$ cat src/stok_pkg.sv
// Package for the source tokenizer: token codes, scan modes and byte classes.
// No dependencies.
`timescale 1ns / 1ps

package stok_pkg;

    localparam int IndexBitsDefault    = 24;
    localparam int KeywordCharsDefault = 8;
    localparam int KeywordCount        = 25;
    localparam int KwLenMax            = 8;

    localparam logic [6:0] TK_NOT_SIGN = 7'd29;
    localparam logic [6:0] TK_KW_BASE  = 7'd45;
    localparam logic [6:0] TK_NAME     = 7'd70;
    localparam logic [6:0] TK_LIT      = 7'd71;
    localparam logic [6:0] TK_END      = 7'd72;
    localparam logic [6:0] TK_BAD      = 7'd73;
    localparam logic [6:0] TK_NONE     = 7'd127;

    localparam logic [2:0] LIT_NONE  = 3'd0;
    localparam logic [2:0] LIT_INT   = 3'd1;
    localparam logic [2:0] LIT_FLOAT = 3'd2;
    localparam logic [2:0] LIT_STR   = 3'd3;
    localparam logic [2:0] LIT_CHAR  = 3'd4;

    localparam logic [0:0] REG_FIRST_LINE = 1'b0;
    localparam logic [0:0] REG_FIRST_COL  = 1'b1;

    typedef enum logic [3:0] {
        M_IDLE, M_COMMENT, M_WORD, M_INT, M_FRAC, M_OP, M_STR,
        M_CH_OPEN, M_CH_ESC, M_CH_BODY
    } scan_mode_t;

    typedef logic [KwLenMax*8-1:0] kw_text_t;

    typedef struct packed {
        logic [6:0] kind;
        logic [2:0] lit;
    } tok_code_t;

    function automatic kw_text_t kw_text(input int i);
        kw_text_t t;
        t = '0;
        unique case (i)
            0:  t = {"fun",      40'd0};
            1:  t = {"proc",     32'd0};
            2:  t = {"domain",   16'd0};
            3:  t = {"of",       48'd0};
            4:  t = {"spawn",    24'd0};
            5:  t = {"if",       48'd0};
            6:  t = {"else",     32'd0};
            7:  t = {"for",      40'd0};
            8:  t = {"while",    24'd0};
            9:  t = {"until",    24'd0};
            10: t = {"in",       48'd0};
            11: t = {"pod",      40'd0};
            12: t = {"return",   16'd0};
            13: t = {"true",     32'd0};
            14: t = {"false",    24'd0};
            15: t = {"ref",      40'd0};
            16: t = {"bind",     32'd0};
            17: t = {"loop",     32'd0};
            18: t = {"break",    24'd0};
            19: t = "continue";
            20: t = {"as",       48'd0};
            21: t = {"test",     32'd0};
            22: t = {"const",    24'd0};
            23: t = {"enum",     32'd0};
            default: t = {"switch", 16'd0};
        endcase
        return t;
    endfunction

    function automatic logic [3:0] kw_len(input int i);
        logic [3:0] n;
        unique case (i)
            0, 7, 11, 15:             n = 4'd3;
            1, 6, 13, 16, 17, 21, 23: n = 4'd4;
            2, 12, 24:                n = 4'd6;
            3, 5, 10, 20:             n = 4'd2;
            19:                       n = 4'd8;
            default:                  n = 4'd5;
        endcase
        return n;
    endfunction

    // operator byte that may start a two-byte operator; TK_NONE otherwise
    function automatic logic [6:0] alone_kind(input logic [7:0] b);
        logic [6:0] k;
        unique case (b)
            8'h7C: k = 7'd27;
            8'h3C: k = 7'd23;
            8'h3E: k = 7'd24;
            8'h3D: k = 7'd42;
            8'h21: k = 7'd28;
            8'h26: k = 7'd26;
            8'h2B: k = 7'd18;
            8'h2D: k = 7'd19;
            8'h2F: k = 7'd20;
            8'h2A: k = 7'd21;
            8'h25: k = 7'd22;
            8'h2E: k = 7'd35;
            8'h3A: k = 7'd34;
            8'hC2: k = TK_BAD;
            default: k = TK_NONE;
        endcase
        return k;
    endfunction

    function automatic logic [6:0] pair_kind(input logic [7:0] a, input logic [7:0] b);
        logic [6:0] k;
        k = TK_NONE;
        unique case (a)
            8'h7C: k = (b == 8'h21) ? 7'd0 : (b == 8'h7C) ? 7'd1 : (b == 8'h3D) ? 7'd11 : TK_NONE;
            8'h3C: k = (b == 8'h3C) ? 7'd2 : (b == 8'h3D) ? 7'd5 : TK_NONE;
            8'h3E: k = (b == 8'h3E) ? 7'd3 : (b == 8'h3D) ? 7'd4 : TK_NONE;
            8'h3D: k = (b == 8'h3D) ? 7'd6 : (b == 8'h3E) ? 7'd17 : TK_NONE;
            8'h21: k = (b == 8'h3D) ? 7'd7 : TK_NONE;
            8'h26: k = (b == 8'h26) ? 7'd8 : (b == 8'h3D) ? 7'd12 : TK_NONE;
            8'h2B: k = (b == 8'h3D) ? 7'd9 : TK_NONE;
            8'h2D: k = (b == 8'h3D) ? 7'd10 : (b == 8'h3E) ? 7'd16 : TK_NONE;
            8'h2F: k = (b == 8'h3D) ? 7'd13 : TK_NONE;
            8'h2A: k = (b == 8'h3D) ? 7'd14 : TK_NONE;
            8'h25: k = (b == 8'h3D) ? 7'd15 : TK_NONE;
            8'h2E: k = (b == 8'h2E) ? 7'd30 : TK_NONE;
            8'h3A: k = (b == 8'h3A) ? 7'd31 : TK_NONE;
            8'hC2: k = (b == 8'hAC) ? TK_NOT_SIGN : TK_NONE;
            default: k = TK_NONE;
        endcase
        return k;
    endfunction

    function automatic logic [6:0] single_kind(input logic [7:0] b);
        logic [6:0] k;
        unique case (b)
            8'h7E: k = 7'd25;
            8'h2C: k = 7'd32;
            8'h3B: k = 7'd33;
            8'h7B: k = 7'd36;
            8'h7D: k = 7'd37;
            8'h28: k = 7'd38;
            8'h29: k = 7'd39;
            8'h5B: k = 7'd40;
            8'h5D: k = 7'd41;
            8'h40: k = 7'd43;
            8'h5C: k = 7'd44;
            default: k = TK_NONE;
        endcase
        return k;
    endfunction

    function automatic logic is_alpha(input logic [7:0] b);
        return (b >= 8'h61 && b <= 8'h7A) || (b >= 8'h41 && b <= 8'h5A);
    endfunction

    function automatic logic is_digit(input logic [7:0] b);
        return b >= 8'h30 && b <= 8'h39;
    endfunction

    function automatic logic is_space(input logic [7:0] b);
        return b == 8'h20 || (b >= 8'h09 && b <= 8'h0D);
    endfunction

endpackage

$ cat src/source_tokenizer_unit.sv
// Source tokenizer top level: scan state, position counters, APB registers, output queue.
// Depends on stok_pkg and stok_kw_match.
`timescale 1ns / 1ps

// Takes one byte (or the end marker) per cycle while in_ready is high and
// reports up to two tokens for it, each with start/end index, line and
// column. A byte is decided combinationally; tokens leave through a two-entry
// output queue, so a sustained rate of one byte per cycle holds while no byte
// yields two tokens and the consumer takes one token per cycle. Registers: 0
// first line number, 1 first column number (APB, byte address 4*i).
module source_tokenizer_unit #(
    parameter int INDEX_BITS    = stok_pkg::IndexBitsDefault,
    parameter int KEYWORD_CHARS = stok_pkg::KeywordCharsDefault
) (
    input  logic        clk,
    input  logic        rst_n,
    input  logic        psel,
    input  logic        penable,
    input  logic        pwrite,
    input  logic [2:0]  paddr,
    input  logic [31:0] pwdata,
    output logic [31:0] prdata,
    output logic        pready,
    input  logic        in_valid,
    output logic        in_ready,
    input  logic [7:0]  byte_value,
    input  logic        is_end,
    output logic        out_valid,
    input  logic        out_ready,
    output logic [6:0]  token_kind,
    output logic [2:0]  literal_kind,
    output logic [23:0] start_index,
    output logic [23:0] end_index,
    output logic [23:0] head_line,
    output logic [15:0] head_column,
    output logic [23:0] tail_line,
    output logic [15:0] tail_column,
    output logic        last
);

    localparam int LenBits = $clog2(KEYWORD_CHARS + 2);
    localparam logic [INDEX_BITS-1:0] IndexMax = '1;

    typedef struct packed {
        logic [6:0]  kind;
        logic [2:0]  lit;
        logic [23:0] s_idx;
        logic [23:0] e_idx;
        logic [23:0] s_line;
        logic [15:0] s_col;
        logic [23:0] e_line;
        logic [15:0] e_col;
        logic        last;
    } tok_t;

    typedef struct packed {
        logic [INDEX_BITS-1:0] idx;
        logic [23:0]           line;
        logic [15:0]           col;
    } pos_t;

    logic first_line_reg, first_col_reg;
    stok_pkg::scan_mode_t mode_reg, mode_next;
    logic [7:0] held_reg, held_next;
    logic [KEYWORD_CHARS*8-1:0] word_reg, word_next;
    logic [LenBits-1:0] wlen_reg, wlen_next;
    pos_t pos_reg, pos_next, start_reg, start_next;
    logic esc_reg, esc_next;

    tok_t q_reg [2];
    logic [1:0] qcnt_reg, qcnt_next;
    tok_t q_next [2];

    logic wr;
    logic [6:0] word_kind;

    stok_kw_match #(.KEYWORD_CHARS(KEYWORD_CHARS), .LEN_BITS(LenBits)) u_kw (
        .word(word_reg), .word_len(wlen_reg), .kind(word_kind)
    );

    assign pready = 1'b1;
    assign wr = psel && penable && pwrite;
    always_comb
    begin
        prdata = '0;
        if (paddr[2] == stok_pkg::REG_FIRST_COL) prdata[0] = first_col_reg;
        else                                     prdata[0] = first_line_reg;
    end

    logic accept;
    assign in_ready = (qcnt_reg == 2'd0) || (qcnt_reg == 2'd1 && out_ready);
    assign accept = in_valid && in_ready;

    function automatic logic [23:0] clamp_idx(input logic [INDEX_BITS-1:0] v);
        logic [23:0] r;
        if (INDEX_BITS > 24 && v > INDEX_BITS'(24'hFFFFFF))
            r = 24'hFFFFFF;
        else
            r = 24'(v);
        return r;
    endfunction

    function automatic pos_t take_pos(input pos_t p, input logic [7:0] b, input logic fc);
        pos_t r;
        r = p;
        if (b == 8'h0A)
        begin
            if (p.line != 24'hFFFFFF) r.line = p.line + 24'd1;
            r.col = {15'd0, fc};
        end
        else if (p.col != 16'hFFFF)
        begin
            r.col = p.col + 16'd1;
        end
        if (p.idx != IndexMax) r.idx = p.idx + 1'b1;
        return r;
    endfunction

    function automatic tok_t mk(input logic [6:0] k, input logic [2:0] l,
                                input pos_t s, input pos_t e);
        tok_t t;
        t.kind = k;
        t.lit = l;
        t.s_idx = clamp_idx(s.idx);
        t.e_idx = clamp_idx(e.idx);
        t.s_line = s.line;
        t.s_col = s.col;
        t.e_line = e.line;
        t.e_col = e.col;
        t.last = 1'b0;
        return t;
    endfunction

    tok_t t0, t1;
    logic e0, e1;

    always_comb
    begin
        logic [7:0] b;
        logic fresh;
        pos_t p;
        logic [6:0] k;
        b = byte_value;
        k = stok_pkg::TK_NONE;
        mode_next = mode_reg;
        held_next = held_reg;
        word_next = word_reg;
        wlen_next = wlen_reg;
        pos_next = pos_reg;
        start_next = start_reg;
        esc_next = esc_reg;
        e0 = 1'b0;
        e1 = 1'b0;
        t0 = mk(stok_pkg::TK_END, stok_pkg::LIT_NONE, pos_reg, pos_reg);
        t1 = t0;
        fresh = 1'b0;
        p = take_pos(pos_reg, b, first_col_reg);
        if (is_end)
        begin
            e0 = 1'b1;
            unique case (mode_reg)
                stok_pkg::M_WORD:
                    t0 = mk(word_kind, stok_pkg::LIT_NONE, start_reg, pos_reg);
                stok_pkg::M_INT:
                    t0 = mk(stok_pkg::TK_LIT, stok_pkg::LIT_INT, start_reg, pos_reg);
                stok_pkg::M_FRAC:
                    t0 = mk(stok_pkg::TK_LIT, stok_pkg::LIT_FLOAT, start_reg, pos_reg);
                stok_pkg::M_OP:
                    t0 = mk(stok_pkg::alone_kind(held_reg), stok_pkg::LIT_NONE,
                            start_reg, pos_reg);
                stok_pkg::M_STR, stok_pkg::M_CH_OPEN, stok_pkg::M_CH_ESC,
                stok_pkg::M_CH_BODY:
                    t0 = mk(stok_pkg::TK_BAD, stok_pkg::LIT_NONE, start_reg, pos_reg);
                default:
                    e0 = 1'b0;
            endcase
            e1 = e0;
            t1 = mk(stok_pkg::TK_END, stok_pkg::LIT_NONE, pos_reg, pos_reg);
            if (!e0) t0 = t1;
            e0 = 1'b1;
            mode_next = stok_pkg::M_IDLE;
            held_next = '0;
            word_next = '0;
            wlen_next = '0;
            pos_next = '{idx: '0, line: {23'd0, first_line_reg}, col: {15'd0, first_col_reg}};
            start_next = '0;
            esc_next = 1'b0;
        end
        else
        begin
            unique case (mode_reg)
                stok_pkg::M_COMMENT:
                begin
                    pos_next = p;
                    if (b == 8'h0A) mode_next = stok_pkg::M_IDLE;
                end
                stok_pkg::M_WORD:
                    if (stok_pkg::is_alpha(b) || stok_pkg::is_digit(b) || b == 8'h5F)
                    begin
                        for (int i = 0; i < KEYWORD_CHARS; i++)
                            if (wlen_reg == LenBits'(i))
                                word_next[(KEYWORD_CHARS-1-i)*8 +: 8] = b;
                        if (wlen_reg <= LenBits'(KEYWORD_CHARS)) wlen_next = wlen_reg + 1'b1;
                        pos_next = p;
                    end
                    else
                    begin
                        e0 = 1'b1;
                        t0 = mk(word_kind, stok_pkg::LIT_NONE, start_reg, pos_reg);
                        fresh = 1'b1;
                    end
                stok_pkg::M_INT:
                    if (stok_pkg::is_digit(b)) pos_next = p;
                    else if (b == 8'h2E)
                    begin
                        pos_next = p;
                        mode_next = stok_pkg::M_FRAC;
                    end
                    else
                    begin
                        e0 = 1'b1;
                        t0 = mk(stok_pkg::TK_LIT, stok_pkg::LIT_INT, start_reg, pos_reg);
                        fresh = 1'b1;
                    end
                stok_pkg::M_FRAC:
                    if (stok_pkg::is_digit(b)) pos_next = p;
                    else
                    begin
                        e0 = 1'b1;
                        t0 = mk(stok_pkg::TK_LIT, stok_pkg::LIT_FLOAT, start_reg, pos_reg);
                        fresh = 1'b1;
                    end
                stok_pkg::M_OP:
                begin
                    k = stok_pkg::pair_kind(held_reg, b);
                    e0 = 1'b1;
                    if (k != stok_pkg::TK_NONE)
                    begin
                        pos_next = p;
                        t0 = mk(k, stok_pkg::LIT_NONE, start_reg, p);
                        mode_next = stok_pkg::M_IDLE;
                    end
                    else
                    begin
                        t0 = mk(stok_pkg::alone_kind(held_reg), stok_pkg::LIT_NONE,
                                start_reg, pos_reg);
                        fresh = 1'b1;
                    end
                end
                stok_pkg::M_STR:
                begin
                    pos_next = p;
                    esc_next = 1'b0;
                    if (esc_reg && b == 8'h22) ;
                    else if (b == 8'h22)
                    begin
                        e0 = 1'b1;
                        t0 = mk(stok_pkg::TK_LIT, stok_pkg::LIT_STR, start_reg, p);
                        mode_next = stok_pkg::M_IDLE;
                    end
                    else if (b == 8'h0A)
                    begin
                        e0 = 1'b1;
                        t0 = mk(stok_pkg::TK_BAD, stok_pkg::LIT_NONE, start_reg, p);
                        mode_next = stok_pkg::M_IDLE;
                    end
                    else if (b == 8'h5C) esc_next = 1'b1;
                end
                stok_pkg::M_CH_OPEN:
                begin
                    pos_next = p;
                    if (b == 8'h5C) mode_next = stok_pkg::M_CH_ESC;
                    else if (b == 8'h27)
                    begin
                        e0 = 1'b1;
                        t0 = mk(stok_pkg::TK_BAD, stok_pkg::LIT_NONE, start_reg, p);
                        mode_next = stok_pkg::M_IDLE;
                    end
                    else mode_next = stok_pkg::M_CH_BODY;
                end
                stok_pkg::M_CH_ESC:
                begin
                    pos_next = p;
                    mode_next = stok_pkg::M_CH_BODY;
                end
                stok_pkg::M_CH_BODY:
                    if (b == 8'h27)
                    begin
                        pos_next = p;
                        e0 = 1'b1;
                        t0 = mk(stok_pkg::TK_LIT, stok_pkg::LIT_CHAR, start_reg, p);
                        mode_next = stok_pkg::M_IDLE;
                    end
                    else
                    begin
                        e0 = 1'b1;
                        t0 = mk(stok_pkg::TK_BAD, stok_pkg::LIT_NONE, start_reg, pos_reg);
                        fresh = 1'b1;
                    end
                default:
                    fresh = 1'b1;
            endcase

            if (fresh)
            begin
                mode_next = stok_pkg::M_IDLE;
                pos_next = p;
                if (stok_pkg::is_space(b)) ;
                else if (b == 8'h23) mode_next = stok_pkg::M_COMMENT;
                else
                begin
                    start_next = pos_reg;
                    if (stok_pkg::alone_kind(b) != stok_pkg::TK_NONE)
                    begin
                        held_next = b;
                        mode_next = stok_pkg::M_OP;
                    end
                    else if (stok_pkg::single_kind(b) != stok_pkg::TK_NONE)
                    begin
                        e1 = 1'b1;
                        t1 = mk(stok_pkg::single_kind(b), stok_pkg::LIT_NONE, pos_reg, p);
                    end
                    else if (stok_pkg::is_alpha(b) || b == 8'h5F)
                    begin
                        word_next = '0;
                        word_next[KEYWORD_CHARS*8-1 -: 8] = b;
                        wlen_next = LenBits'(1);
                        mode_next = stok_pkg::M_WORD;
                    end
                    else if (stok_pkg::is_digit(b)) mode_next = stok_pkg::M_INT;
                    else if (b == 8'h22)
                    begin
                        esc_next = 1'b0;
                        mode_next = stok_pkg::M_STR;
                    end
                    else if (b == 8'h27) mode_next = stok_pkg::M_CH_OPEN;
                    else
                    begin
                        e1 = 1'b1;
                        t1 = mk(stok_pkg::TK_BAD, stok_pkg::LIT_NONE, pos_reg, p);
                    end
                end
            end
            if (!e0 && e1)
            begin
                t0 = t1;
                e0 = 1'b1;
                e1 = 1'b0;
            end
        end
        if (e1) t1.last = 1'b1;
        else    t0.last = 1'b1;
    end

    // output queue: entry 0 is the head
    logic pop;
    assign pop = out_valid && out_ready;
    always_comb
    begin
        logic [1:0] c;
        q_next[0] = q_reg[0];
        q_next[1] = q_reg[1];
        c = qcnt_reg;
        if (pop)
        begin
            q_next[0] = q_reg[1];
            c = c - 2'd1;
        end
        if (accept && e0)
        begin
            if (c == 2'd0)
            begin
                q_next[0] = t0;
                q_next[1] = t1;
            end
            else
            begin
                q_next[1] = t0;
            end
            c = c + (e1 ? 2'd2 : 2'd1);
        end
        qcnt_next = c;
    end

    assign out_valid = qcnt_reg != 2'd0;
    assign token_kind = q_reg[0].kind;
    assign literal_kind = q_reg[0].lit;
    assign start_index = q_reg[0].s_idx;
    assign end_index = q_reg[0].e_idx;
    assign head_line = q_reg[0].s_line;
    assign head_column = q_reg[0].s_col;
    assign tail_line = q_reg[0].e_line;
    assign tail_column = q_reg[0].e_col;
    assign last = q_reg[0].last;

    always_ff @(posedge clk or negedge rst_n)
    begin
        if (!rst_n)
        begin
            first_line_reg <= 1'b0;
            first_col_reg <= 1'b0;
            mode_reg <= stok_pkg::M_IDLE;
            held_reg <= '0;
            word_reg <= '0;
            wlen_reg <= '0;
            pos_reg <= '0;
            start_reg <= '0;
            esc_reg <= 1'b0;
            qcnt_reg <= '0;
        end
        else
        begin
            qcnt_reg <= qcnt_next;
            if (accept)
            begin
                mode_reg <= mode_next;
                held_reg <= held_next;
                word_reg <= word_next;
                wlen_reg <= wlen_next;
                pos_reg <= pos_next;
                start_reg <= start_next;
                esc_reg <= esc_next;
            end
            if (wr)
            begin
                if (paddr[2] == stok_pkg::REG_FIRST_COL)
                begin
                    first_col_reg <= pwdata[0];
                    if (!accept && pos_reg.idx == '0) pos_reg.col <= {15'd0, pwdata[0]};
                end
                else
                begin
                    first_line_reg <= pwdata[0];
                    if (!accept && pos_reg.idx == '0) pos_reg.line <= {23'd0, pwdata[0]};
                end
            end
        end
    end

    always_ff @(posedge clk)
    begin
        q_reg[0] <= q_next[0];
        q_reg[1] <= q_next[1];
    end

endmodule

$ cat src/stok_kw_match.sv
// Keyword matcher: compares the held word against the keyword list.
// Depends on stok_pkg.
`timescale 1ns / 1ps

module stok_kw_match #(
    parameter int KEYWORD_CHARS = stok_pkg::KeywordCharsDefault,
    parameter int LEN_BITS      = $clog2(KEYWORD_CHARS + 2)
) (
    input  logic [KEYWORD_CHARS*8-1:0] word,
    input  logic [LEN_BITS-1:0]        word_len,
    output logic [6:0]                 kind
);

    always_comb
    begin
        logic [KEYWORD_CHARS*8-1:0] t;
        kind = stok_pkg::TK_NAME;
        for (int i = stok_pkg::KeywordCount - 1; i >= 0; i--)
        begin
            t = '0;
            t[KEYWORD_CHARS*8-1 -: stok_pkg::KwLenMax*8] = stok_pkg::kw_text(i);
            if (word == t && word_len == LEN_BITS'(stok_pkg::kw_len(i)))
            begin
                kind = stok_pkg::TK_KW_BASE + 7'(i);
            end
        end
    end

endmodule

$ cat config.mk
export PLATFORM = sky130hd
export DESIGN_NAME = source_tokenizer_unit
export DESIGN_NICKNAME = d
export VERILOG_FILES = /design/src/stok_pkg.sv /design/src/source_tokenizer_unit.sv /design/src/stok_kw_match.sv
export SDC_FILE = /design/constraint.sdc
export NUM_CORES = 2
export LEC_CHECK = 0
export BUFFER_PORTS_ARGS = -buffer_cell sky130_fd_sc_hd__buf_4
export CAP_MARGIN = 5
export CORE_MARGIN = 1.5
export CORE_UTILIZATION = 39
export DETAILED_ROUTE_END_ITERATION = 12
export PLACE_DENSITY = 0.65
export SETUP_SLACK_MARGIN = 0.5
export SYNTH_ARGS = -nofsm -noshare
export SYNTH_HDL_FRONTEND = slang
export SYNTH_SLANG_ARGS = --single-unit
$ cat constraint.sdc
create_clock -name clk -period 11.7 [get_ports clk]
set_input_delay 2.34 -clock clk [delete_from_list [all_inputs] [get_ports clk]]
set_output_delay 2.34 -clock clk [all_outputs]
set_load 0.02 [all_outputs]
==> run_results.csv <==
group,metric,value,unit
outcome,outcome,"finished, final reports clean",
timing,fin_ws,4.762,ns
yosys,synth.avg_cell_area,8.380,um^2
setup_path,cpPeakStageDelay,0.80,ns
setup_path,startpoint_type,"input port",
yosys,syn_inst,3634,
yosys,synth.distinct_cells,106,
clock_tree,ctsHtreeMaxLevel,2,
layout,syn_to_final_growth,8.258,%
layout,fillers,7851,
layout,largest_reg_flops,278,
timing,fin_crit,6.938,ns
power,vdd_ir_drop_max,0.1537,mV
route,first_pass_iters,6,
timing,slew_headroom,0.2215,
floorplanning,die_h,282.4,um
timing,finalHoldViolations,0,
setup_path,r2r_cells,12,
grt,grt_usage,0.2714,
clock_tree,cts_setup_buffers,0,
clock_tree,cts_sinks,491,
place,port_buffers,159,
hold_path,hp-start,"q_reg[0][48]",
setup_path,slowest_stage,"or4b_1",
route,dr.first_iter.drc_count,3754,
floorplanning,die_w,282.4,um
route,post_drt_wl_per_cell,24.49,um
power,power_density,249.3,nW/um^2
place,dpl.hpwl,74.17,mm
setup_path,timing.rr.start,"mode_reg[1]",
clock_tree,cts_tree,"built",
hold_path,hold_end,"q_reg[0][48]",
clock_tree,clockBufferDepth,3,
layout,fin_util,0.4263,
timing,timing.fmax,0.1441,GHz
route,routed_via_density,6.206,
setup_path,cp-startpoint,"byte_value[4]",
clock_tree,cts_resized,0,
hold_path,hold_depth,2,
setup_path,crit_path_end_kind,"flop",
timing,setup_viol,0,
power,leakage,13.16,nW
clock_tree,cts_buffers,54,
clock_tree,clock_latency,0.69,ns
layout,nNetsFinal,3526,
yosys,syn_area,30450,um^2
setup_path,critical_path_class,"input port to flop",
yosys,seq_area_frac_synth,0.4035,
yosys,async_flop_share,0.4338,
timing,hold_ws,0.4696,ns
route,num_vias,28223,
route,ant_nets,0,
floorplanning,core,77340,um^2
timing,period_share,0.5930,
timing,worstMarginPinSlew,1.152,ns
timing,fin_worst_skew,0.07355,ns
floorplanning,fp-row-count,102,
timing,drv_slew,0,
yosys,ys_warn_count,0,
floorplanning,die_area,79770,um^2
route,drt-total-wl,111.4,mm
route,drc,0,
timing,setup_tns,0,ns
grt,grt_antenna_before_repair,2,
yosys,synth-seq-cells,491,
layout,final_layout_size_suffix_gt1_frac,0.1286,
flow_run,max-cap-violations,0,
clock_tree,cts-root-buf,"clkbuf_16",
setup_path,crit_fanout,138,
yosys,synth_edf_count,139,
grt,overflow,0,
floorplanning,start_util,0.3938,
grt,grt_pass1_wl,166.5,mm
clock_tree,postCtsHoldBufs,0,
grt,grt_max_degree,139,
yosys,synth_flop_cell,"dfrtp_1",
place,gp_congestion,1.016,
setup_path,r2r_slack,6.30,ns
hold_path,hold_path_class,"flop to flop",
clock_tree,clk_pin_slew,0.06,ns
floorplanning,ioPinCount,225,
setup_path,crit_path_cell_trace,"buf_4 > or4b_1 > o21ai_1 > a21oi_1 > nor2_1 > nand4_1 > buf_4 > nand2b_1 > o211ai_4 > buf_12 > nor2_2 > nand2_1 > o21ai_0",
timing,rsz0062_at_grt,"no",
setup_path,path_common_cell,"buf_4",
setup_path,cp.required,12.23,ns
place,dp_slack,4.257,ns
setup_path,regToRegEndpoint,"q_reg[0][12]",
setup_path,arrival,7.47,ns
layout,fin_cells,4548,
grt,grt_pass1_vias,26109,
place,place_inst,4448,
worst max-delay path: cells and delay by family:
kind	cells	cell delay [ns]
AO/OA/AOI/OAI	4	1.28
buffers and inverters	3	1.21
AND/OR/NAND/NOR	6	2.46
metrics by stage:
| stage | cell area, um^2 | total power [mW] |
|---|---|---|
| 2_1_floorplan | 30570 | 5.326 |
| 3_3_place_gp | 31160 | 6.368 |
| 3_5_place_dp | 31160 | 6.407 |
| 4_1_cts | 32970 | 8.173 |
| 5_1_grt | 32970 | 8.612 |
| 6_report | 32970 | 8.218 |
layout by cell type, fill, tap and decap left out, drive strengths merged, types with 15 or more instances in the layout:
| cell type | instances |
|---|---|
| a211oi | 15 |
| a21boi | 15 |
| a21o | 15 |
| a21oi | 199 |
| a22o | 107 |
| a22oi | 26 |
| a31oi | 118 |
| a32oi | 16 |
| and2 | 39 |
| and3 | 110 |
| buf | 222 |
| clkbuf | 80 |
| conb | 32 |
| dfrtp | 213 |
| dfxtp | 139 |
| edfxtp | 139 |
| inv | 44 |
| mux2 | 74 |
| mux2i | 29 |
| nand2 | 637 |
| nand2b | 18 |
| nand3 | 107 |
| nand4 | 79 |
| nor2 | 247 |
| nor2b | 27 |
| nor3 | 109 |
| nor4 | 57 |
| nor4bb | 16 |
| o211ai | 15 |
| o21ai | 179 |
| o221ai | 16 |
| o22ai | 31 |
| o31ai | 19 |
| or3 | 18 |
| xnor2 | 46 |
| xor2 | 35 |
power breakdown:
group | switching, mW | internal, mW | total, mW
Clock | 0.778 | 0.986 | 1.76
Sequential | 0.609 | 2.35 | 2.96
Combinational | 2.26 | 1.23 | 3.49
worst max path at each step:
stage	end	slack [ns]	depth (start not counted)
global placement	q_reg[0][12]	4.19	13
floorplan	qcnt_reg[0]	2.87	11
detailed placement	q_reg[0][12]	4.26	13
global route	q_reg[0][2]	4.59	13
finish	q_reg[0][12]	4.76	13
CTS	q_reg[0][12]	4.90	13
cell usage after synthesis, drive strengths merged (57+ instances only):
cell / instances / share of area
nand4: 79 / 0.016
and3: 110 / 0.023
buf: 242 / 0.054
nor2: 247 / 0.030
a21oi: 199 / 0.033
a22o: 107 / 0.031
mux2: 74 / 0.027
dfxtp: 139 / 0.091
a31oi: 118 / 0.024
dfrtp: 213 / 0.18
nor4: 57 / 0.013
o21ai: 179 / 0.032
nand3: 107 / 0.018
clkbuf: 236 / 0.029
edfxtp: 139 / 0.14
nor3: 109 / 0.018
nand2: 637 / 0.079
cell type report:
type,count,area (um^2),share of cell area
multi-input cells,2652,15720,0.4768
flip-flops and latches,491,12290,0.3727
inverters,43,161.4,0.004896
well taps,1040,1301,0.03947
repair buffers,222,1687,0.05116
clock inverters,19,229.0,0.006945
clock buffers,80,1580,0.04793
diodes,1,2.502,0.00007590
kinds of logic (layout without fill, tap and decap cells):
kind of cell | Yosys count | after routing | share of synthesized area
multiplexers | 103 | 103 | 0.03690
AND/OR/NAND/NOR | 1533 | 1533 | 0.2436
buffers and inverters | 521 | 364 | 0.08850
other | 2 | 33 | 0.0002466
adder cells (fa/ha/maj) | 11 | 11 | 0.004519
flip-flops | 491 | 491 | 0.4035
AO/OA/AOI/OAI | 892 | 892 | 0.1995
XOR/XNOR | 81 | 81 | 0.02330
metal layers:
metal  vias up  wire length, um  global-route usage
li1      12672                -                   -
met1     13655            45840              0.3664
met5         -                0                   0
met2      1589            49520              0.4231
met4         0             5009              0.1163
met3       307            11010             0.05245
Power figures use the tool's default switching activity.
